### config.mk
export PLATFORM = sky130hd
export DESIGN_NAME = fat_cluster_chain_allocator_top
export DESIGN_NICKNAME = d
export VERILOG_FILES = /design/src/hw/rtl/fcca_pkg.sv /design/src/hw/rtl/fcca_ram.sv /design/src/hw/rtl/fat_cluster_chain_allocator_top.sv
export SDC_FILE = /design/constraint.sdc
export NUM_CORES = 2
export LEC_CHECK = 0
export ABC_CLOCK_PERIOD_IN_PS = 7100
export BUFFER_PORTS_ARGS = -buffer_cell sky130_fd_sc_hd__buf_2
export CAP_MARGIN = 20
export CORE_AREA = 3 3 315 317
export DETAILED_ROUTE_END_ITERATION = 8
export DIE_AREA = 0 0 318 320
export HOLD_SLACK_MARGIN = 0.15
export PLACE_DENSITY = 0.77
export SLEW_MARGIN = 20
export SYNTH_ARGS = -nofsm -noshare
export SYNTH_HDL_FRONTEND = slang
export SYNTH_SLANG_ARGS = --single-unit
### constraint.sdc
create_clock -name clk -period 7.1 [get_ports clk]
set_input_delay 0.71 -clock clk [delete_from_list [all_inputs] [get_ports clk]]
set_output_delay 0.71 -clock clk [all_outputs]
set_load 0.005 [all_outputs]
### src/hw/rtl/fcca_pkg.sv
`timescale 1ns / 1ps

package fcca_pkg;

	// Table geometry.
	localparam int NUM_CLUSTERS = 128;
	localparam int CLUSTER_W    = $clog2(NUM_CLUSTERS);
	localparam int PTR_W        = CLUSTER_W + 1;
	localparam int COUNT_W      = 8;
	localparam int OP_W         = 2;
	localparam int STATUS_W     = 2;

	// Operation codes carried in the input transaction.
	typedef enum logic [OP_W-1:0] {
		OP_ALLOC   = 2'd0,
		OP_SET_LEN = 2'd1,
		OP_FREE    = 2'd2,
		OP_NONE    = 2'd3
	} op_t;

	// Status codes carried in the result transaction.
	typedef enum logic [STATUS_W-1:0] {
		STAT_OK       = 2'd0,
		STAT_NO_FREE  = 2'd1,
		STAT_NOT_USED = 2'd2
	} status_t;

	// One table entry: in-use flag, end-of-chain flag and link to the next cluster.
	typedef struct packed {
		logic                 used;
		logic                 last;
		logic [CLUSTER_W-1:0] next;
	} entry_t;

	localparam int ENTRY_W = $bits(entry_t);

	// Sequencer states.
	typedef enum logic [2:0] {
		S_IDLE,
		S_START_RD,
		S_START_CHK,
		S_SCAN,
		S_FINISH,
		S_WALK_RD,
		S_WALK_CHK,
		S_RESULT
	} state_t;

endpackage

### src/hw/rtl/fcca_ram.sv
`timescale 1ns / 1ps

// Simple dual-port RAM: one write port, one read port with registered read data.
module fcca_ram #(
	parameter int WIDTH = 8,
	parameter int DEPTH = 16
) (
	input  logic                     clk,
	input  logic                     we,
	input  logic [$clog2(DEPTH)-1:0] waddr,
	input  logic [WIDTH-1:0]         wdata,
	input  logic [$clog2(DEPTH)-1:0] raddr,
	output logic [WIDTH-1:0]         rdata
);

	logic [WIDTH-1:0] mem [DEPTH];

	// Write port.
	always_ff @(posedge clk) begin
		if (we) begin
			mem[waddr] <= wdata;
		end
	end

	// Registered read port.
	always_ff @(posedge clk) begin
		rdata <= mem[raddr];
	end

endmodule

### src/hw/rtl/fat_cluster_chain_allocator_top.sv
`timescale 1ns / 1ps

// Allocate: the scan reads one entry a cycle from cluster 0 up and takes the lowest free cluster.
// Set-length: checks the start cluster, then scans each entry at most once and links each free cluster to the tail.
// Free: walks the chain with a dependent read of each link; it ends at the last cluster or at a link to a free one.
// One operation at a time; the next transaction is taken while a result waits at the output.
// Reset clears the per-entry valid flags at once; an entry never written reads as free.
module fat_cluster_chain_allocator_top (
	input  logic        clk,
	input  logic        arst_n,
	input  logic        s_axis_tvalid,
	output logic        s_axis_tready,
	// s_axis_tdata: [6:0] start_cluster, [14:7] cluster_count, [15] zero.
	input  logic [15:0] s_axis_tdata,
	// s_axis_tuser: [1:0] operation.
	input  logic [1:0]  s_axis_tuser,
	output logic        m_axis_tvalid,
	input  logic        m_axis_tready,
	// m_axis_tdata: [6:0] cluster_index, [14:7] clusters_done, [15] zero.
	output logic [15:0] m_axis_tdata,
	// m_axis_tuser: [1:0] status.
	output logic [1:0]  m_axis_tuser
);

	localparam int CW = fcca_pkg::CLUSTER_W;
	localparam int PW = fcca_pkg::PTR_W;
	localparam int NW = fcca_pkg::COUNT_W;

	fcca_pkg::state_t  state_q, state_d;
	fcca_pkg::op_t     op_q;
	fcca_pkg::status_t res_status_q;
	logic [CW-1:0]     cur_q;
	logic [CW-1:0]     res_idx_q;
	logic [NW-1:0]     count_q;
	logic [NW-1:0]     want_q;
	logic [PW-1:0]     ptr_q;
	logic              chk_vld_q;
	logic [CW-1:0]     chk_addr_q;
	logic [fcca_pkg::NUM_CLUSTERS-1:0] valid_q;
	logic              valid_rd_q;

	logic                        ram_we;
	logic [CW-1:0]               ram_waddr;
	fcca_pkg::entry_t            ram_wdata;
	logic [CW-1:0]               ram_raddr;
	logic [fcca_pkg::ENTRY_W-1:0] ram_rdata;
	fcca_pkg::entry_t            rd_entry;

	logic s_fire;
	logic load_res;
	logic issue;
	logic found;
	logic exhausted;
	logic walk_go;
	logic link_done;

	logic [7:0] m_done_q;
	logic [6:0] m_idx_q;
	logic [1:0] m_status_q;
	logic       m_valid_q;

	fcca_ram #(
		.WIDTH(fcca_pkg::ENTRY_W),
		.DEPTH(fcca_pkg::NUM_CLUSTERS)
	) u_table (
		.clk  (clk),
		.we   (ram_we),
		.waddr(ram_waddr),
		.wdata(ram_wdata),
		.raddr(ram_raddr),
		.rdata(ram_rdata)
	);

	// An entry never written since reset reads as free.
	assign rd_entry = valid_rd_q ? fcca_pkg::entry_t'(ram_rdata) : '0;

	// Scan and walk conditions.
	assign s_fire    = s_axis_tvalid && s_axis_tready;
	assign issue     = ptr_q < PW'(fcca_pkg::NUM_CLUSTERS);
	assign found     = chk_vld_q && !rd_entry.used;
	assign exhausted = !chk_vld_q && !issue;
	assign walk_go   = (count_q < NW'(fcca_pkg::NUM_CLUSTERS)) && rd_entry.used;
	assign link_done = (count_q + NW'(1)) == want_q;

	// Next state.
	always_comb begin
		state_d = state_q;
		unique case (state_q)
			fcca_pkg::S_IDLE: begin
				if (s_fire) begin
					unique case (fcca_pkg::op_t'(s_axis_tuser))
						fcca_pkg::OP_ALLOC:   state_d = fcca_pkg::S_SCAN;
						fcca_pkg::OP_SET_LEN: state_d = fcca_pkg::S_START_RD;
						fcca_pkg::OP_FREE:    state_d = fcca_pkg::S_WALK_RD;
						default:              state_d = fcca_pkg::S_RESULT;
					endcase
				end
			end
			fcca_pkg::S_START_RD: state_d = fcca_pkg::S_START_CHK;
			fcca_pkg::S_START_CHK: begin
				priority if (!rd_entry.used) begin
					state_d = fcca_pkg::S_RESULT;
				end else if (want_q == '0) begin
					state_d = fcca_pkg::S_FINISH;
				end else begin
					state_d = fcca_pkg::S_SCAN;
				end
			end
			fcca_pkg::S_SCAN: begin
				if (op_q == fcca_pkg::OP_ALLOC) begin
					if (found || exhausted) begin
						state_d = fcca_pkg::S_RESULT;
					end
				end else begin
					if ((found && link_done) || exhausted) begin
						state_d = fcca_pkg::S_FINISH;
					end
				end
			end
			fcca_pkg::S_FINISH: state_d = fcca_pkg::S_RESULT;
			fcca_pkg::S_WALK_RD: state_d = fcca_pkg::S_WALK_CHK;
			fcca_pkg::S_WALK_CHK: begin
				if (walk_go && !rd_entry.last) begin
					state_d = fcca_pkg::S_WALK_RD;
				end else begin
					state_d = fcca_pkg::S_RESULT;
				end
			end
			fcca_pkg::S_RESULT: begin
				if (!m_valid_q || m_axis_tready) begin
					state_d = fcca_pkg::S_IDLE;
				end
			end
			default: state_d = fcca_pkg::S_IDLE;
		endcase
	end

	// Memory control and handshake outputs.
	always_comb begin
		ram_we        = 1'b0;
		ram_waddr     = cur_q;
		ram_wdata     = '0;
		ram_raddr     = cur_q;
		s_axis_tready = 1'b0;
		load_res      = 1'b0;
		unique case (state_q)
			fcca_pkg::S_IDLE: s_axis_tready = 1'b1;
			fcca_pkg::S_SCAN: begin
				ram_raddr = ptr_q[CW-1:0];
				if (found) begin
					ram_we = 1'b1;
					if (op_q == fcca_pkg::OP_ALLOC) begin
						// The new cluster becomes a one-cluster chain.
						ram_waddr = chk_addr_q;
						ram_wdata = '{used: 1'b1, last: 1'b1, next: '0};
					end else begin
						// Link the current tail to the cluster just found.
						ram_waddr = cur_q;
						ram_wdata = '{used: 1'b1, last: 1'b0, next: chk_addr_q};
					end
				end
			end
			fcca_pkg::S_FINISH: begin
				ram_we    = 1'b1;
				ram_wdata = '{used: 1'b1, last: 1'b1, next: '0};
			end
			fcca_pkg::S_WALK_CHK: begin
				ram_we = walk_go;
			end
			fcca_pkg::S_RESULT: load_res = !m_valid_q || m_axis_tready;
			default: begin
			end
		endcase
	end

	// Per-entry valid flags and the flag of the entry being read.
	always_ff @(posedge clk or negedge arst_n) begin
		if (!arst_n) begin
			valid_q    <= '0;
			valid_rd_q <= 1'b0;
		end else begin
			valid_rd_q <= valid_q[ram_raddr];
			if (ram_we) begin
				valid_q[ram_waddr] <= 1'b1;
			end
		end
	end

	// Sequencer state and scan control.
	always_ff @(posedge clk or negedge arst_n) begin
		if (!arst_n) begin
			state_q   <= fcca_pkg::S_IDLE;
			chk_vld_q <= 1'b0;
		end else begin
			state_q <= state_d;
			if (state_q == fcca_pkg::S_SCAN && !found) begin
				chk_vld_q <= issue;
			end else begin
				chk_vld_q <= 1'b0;
			end
		end
	end

	// Operation datapath.
	always_ff @(posedge clk) begin
		unique case (state_q)
			fcca_pkg::S_IDLE: begin
				op_q         <= fcca_pkg::op_t'(s_axis_tuser);
				cur_q        <= s_axis_tdata[CW-1:0];
				want_q       <= (s_axis_tdata[14:7] == '0) ? '0 : s_axis_tdata[14:7] - NW'(1);
				count_q      <= '0;
				res_idx_q    <= '0;
				res_status_q <= fcca_pkg::STAT_OK;
				ptr_q        <= '0;
			end
			fcca_pkg::S_START_CHK: begin
				if (!rd_entry.used) begin
					res_status_q <= fcca_pkg::STAT_NOT_USED;
				end
			end
			fcca_pkg::S_SCAN: begin
				priority if (found) begin
					cur_q      <= chk_addr_q;
					res_idx_q  <= chk_addr_q;
					count_q    <= count_q + NW'(1);
					ptr_q      <= PW'(chk_addr_q) + PW'(1);
				end else if (exhausted) begin
					res_status_q <= fcca_pkg::STAT_NO_FREE;
				end else begin
					ptr_q      <= ptr_q + PW'(issue);
					chk_addr_q <= ptr_q[CW-1:0];
				end
			end
			fcca_pkg::S_FINISH: res_idx_q <= cur_q;
			fcca_pkg::S_WALK_CHK: begin
				priority if (walk_go) begin
					res_idx_q <= cur_q;
					count_q   <= count_q + NW'(1);
					cur_q     <= rd_entry.next;
				end else if (count_q == '0) begin
					res_status_q <= fcca_pkg::STAT_NOT_USED;
				end else begin
				end
			end
			default: begin
			end
		endcase
	end

	// Output register: holds one result until the downstream side takes it.
	always_ff @(posedge clk or negedge arst_n) begin
		if (!arst_n) begin
			m_valid_q <= 1'b0;
		end else if (load_res) begin
			m_valid_q <= 1'b1;
		end else if (m_axis_tready) begin
			m_valid_q <= 1'b0;
		end
	end

	always_ff @(posedge clk) begin
		if (load_res) begin
			m_status_q <= res_status_q;
			m_idx_q    <= 7'(res_idx_q);
			m_done_q   <= 8'(count_q);
		end
	end

	assign m_axis_tvalid = m_valid_q;
	assign m_axis_tdata  = {1'b0, m_done_q, m_idx_q};
	assign m_axis_tuser  = m_status_q;

endmodule
==> out/metrics.yaml <==
synth:
  synth_adder_area_share: 0.00182
  syn-num-nets: 3524
  yosys.area_share.simple: 0.0771
  synth_flop_cell: "edfxtp_1"
  async_flop_share: 0.0985
  synth.cell_area_um2: 54900
  synth_top_family_by_area: "multiplexers"
  synth.area.mux_share: 0.0942
  ys_ff_latch: 1361
  synthCells: 3494
  yosysSeqAreaShare: 0.730
  synth-compound-area-share: 0.0656
  yosysUniqueCellTypes: 70
  syn_avg_cell_area_um2: 15.7
  synthXorXnorAreaFrac: 0.00462
  synth_edf_count: 1218
  synth_warnings: 0
timing:
  hold_viol: 0
  final.min_clock_period_ns: 5.25
  fin_setup_tns_ns: 0
  relSlewSlack: 0.115
  worst_slack_ns: 1.85
  report.final.slew_viol_count: 0
  fin_crit_sh: 0.740
  rsz0062_at_grt: "no"
  finalSetupViolations: 0
  fmax_mhz: 190
  tightestPinTransition_ns: 1.31
  fin_skew_ns: 0.0248
flow_run:
  max_cap_viol_count: 0
clock_tree:
  cts_buffers: 132
  clk_root_buffer_cell: "clkbuf_16"
  clkLatencyLatePin_ns: 0.75
  clk_pin_slew_ns: 0.05
  post_cts_buffers: 0
  cts_sinks: 1361
  cts.repair.resized: 0
  htree_levels: 4
  cts_tree: "built"
  cts_buffer_depth: 3
finish:
  multiInputGateArea_um2: 13500
  diodes: 0
  drive_gt1_frac: 0.134
  fin_nets: 3551
  regArea_um2: 40100
  areaGrowthSynthToFinish_pct: 9.89
  fill_cells: 6566
place:
  dp_slack_ns: 2.17
  hpwlAfterDp_mm: 78.1
  place_congestion: 0.867
  portBuffers: 39
setup_path:
  end_kind: "flop"
  critPathRequiredTime_ns: 7.44
  r2r-start: "state_q[1]"
  reg2reg_slack_ns: 1.85
  critical_path.startpoint_type: "flop"
  timing.rr.end: "u_table.mem[95][5]"
  path_class: "flop to flop"
  cp_max_fo: 27
  arrival_ns: 5.59
  reg2reg_depth: 6
routing:
  via_per_inst: 6.47
  dr.pass1.iters: 6
  drtIter0Drc: 4178
  wl_mm: 134
  wl_per_cell_um: 27.3
  antenna_left: 0
  drc: 0
  vias: 31700
global_routing:
  grt_pass1_vias: 31100
  antenna_found_initial: 0
  grt_max_degree: 128
  track_usage: 0.263
  grt.overflow.total: 0
  grt_first_pass_wirelength_mm: 199
worst_hold_path:
  hold_path_depth: 1
  min-delay-start: "s_axis_tuser[0]"
  hold_end: "op_q[0]"
  min_path_type: "primary input to flop"
floorplanning:
  rows: 114
  ios: 42
  start_util: 0.569
  chipWidth_um: 318
  die_area_um2: 102000
  dieHeight_um: 320
  core_um2: 96600
run_status:
  outcome: "complete, no violations"
power:
  leakagePower_nw: 21.1
  vdd_drop_max_uv: 276
  powerDensity_nw_per_um2: 361
-- sequential cells by signal (all words and copies together) (netlist names), 3 cells and up --
signal / cells
chk_addr_q: 7
count_q: 8
cur_q: 7
m_done_q: 8
m_idx_q: 7
ptr_q: 8
res_idx_q: 7
state_q: 3
u_table.mem: 1152
u_table.rdata: 9
valid_q: 128
want_q: 8
-- layer usage --
layer	vias up	wire length (um)	track usage
met2	1901	62000	0.403
met5	-	0	0
met3	308	14800	0.0655
met1	16000	50800	0.360
li1	13500	-	-
met4	0	6100	0.118
-- cell usage in the layout (no fill, tap or decap), types with 60 or more instances in the layout --
cell,instances
mux2i_1,271
clkbuf_16,136
nand3_1,188
dfrtp_1,134
buf_4,60
mux4_2,104
nor2_1,169
edfxtp_1,1218
nand2_1,462
o21bai_1,88
-- report_power, final --
group	internal [mW]	leakage, nW	switching [mW]
sequential	9.30	13.6	0.334
combinational	1.79	5.54	3.59
clock	3.85	2.04	2.91
-- cell type report --
class,instances,share of cell area
sequential,1361,0.664
multi-input combinational,1879,0.224
clock buffer,195,0.0632
tap,1276,0.0264
timing repair buffer,109,0.0138
clock inverter,47,0.00597
inverter,38,0.00236
-- through the flow --
stage	power, mW	hold WS, ns	util	instances	area (um^2)
after floorplan	13.4	0.400	-	3494	54900
after global placement	14.9	0.401	0.582	4661	56200
after detailed placement	15.0	0.408	0.582	4661	56200
after CTS	21.7	0.171	0.625	4905	60400
after global routing	22.5	0.184	0.625	4905	60400
final	21.8	0.209	0.625	4905	60400
-- how the worst max path moves through the flow --
stage / slack, ns / startpoint / to
global route: 1.87 / state_q[1] / u_table.mem[95][5]
detailed placement: 2.17 / state_q[1] / u_table.mem[50][8]
finish: 1.85 / state_q[1] / u_table.mem[95][5]
CTS: 2.15 / state_q[1] / u_table.mem[50][3]
global placement: 2.29 / state_q[1] / u_table.mem[51][1]
floorplan: 0.21 / state_q[0] / u_table.mem[0][7]
-- synthesized netlist by cell type, types with 41 or more instances --
master / count / area, um^2
edfxtp_1: 1218 / 36600
nand2_1: 464 / 1740
mux2i_1: 276 / 2760
nand3_1: 188 / 941
nor2_1: 171 / 642
dfrtp_1: 134 / 3350
mux4_2: 104 / 2340
o21bai_1: 88 / 661
clkbuf_1: 66 / 248
buf_2: 64 / 320
a21oi_1: 57 / 285
o221ai_1: 48 / 420
or2_2: 47 / 294
buf_4: 44 / 330
o22ai_1: 42 / 263
a211oi_1: 41 / 308
-- worst max-delay path, cell delays in order, from the launching register on --
cell	delay, ns
dfrtp_1	0.78
nand3b_4	0.13
inv_2	0.43
nand3_2	0.59
o21ai_0	1.21
nand2_1	0.72
nor2_1	0.98
-- cells by family after synthesis --
family | Yosys count
mux | 386
fa+ha+maj | 8
simple gates | 966
buf+inv | 254
flops | 1361
other cells | 1
xor+xnor | 29
compound gates | 489
-- what timing repair did --
item,in CTS,in global routing
hold endpoints to repair,63,0
endpoints found under the setup margin,0,0
hold buffers,2,0
Note: power is estimated with default switching activity, not from simulation.
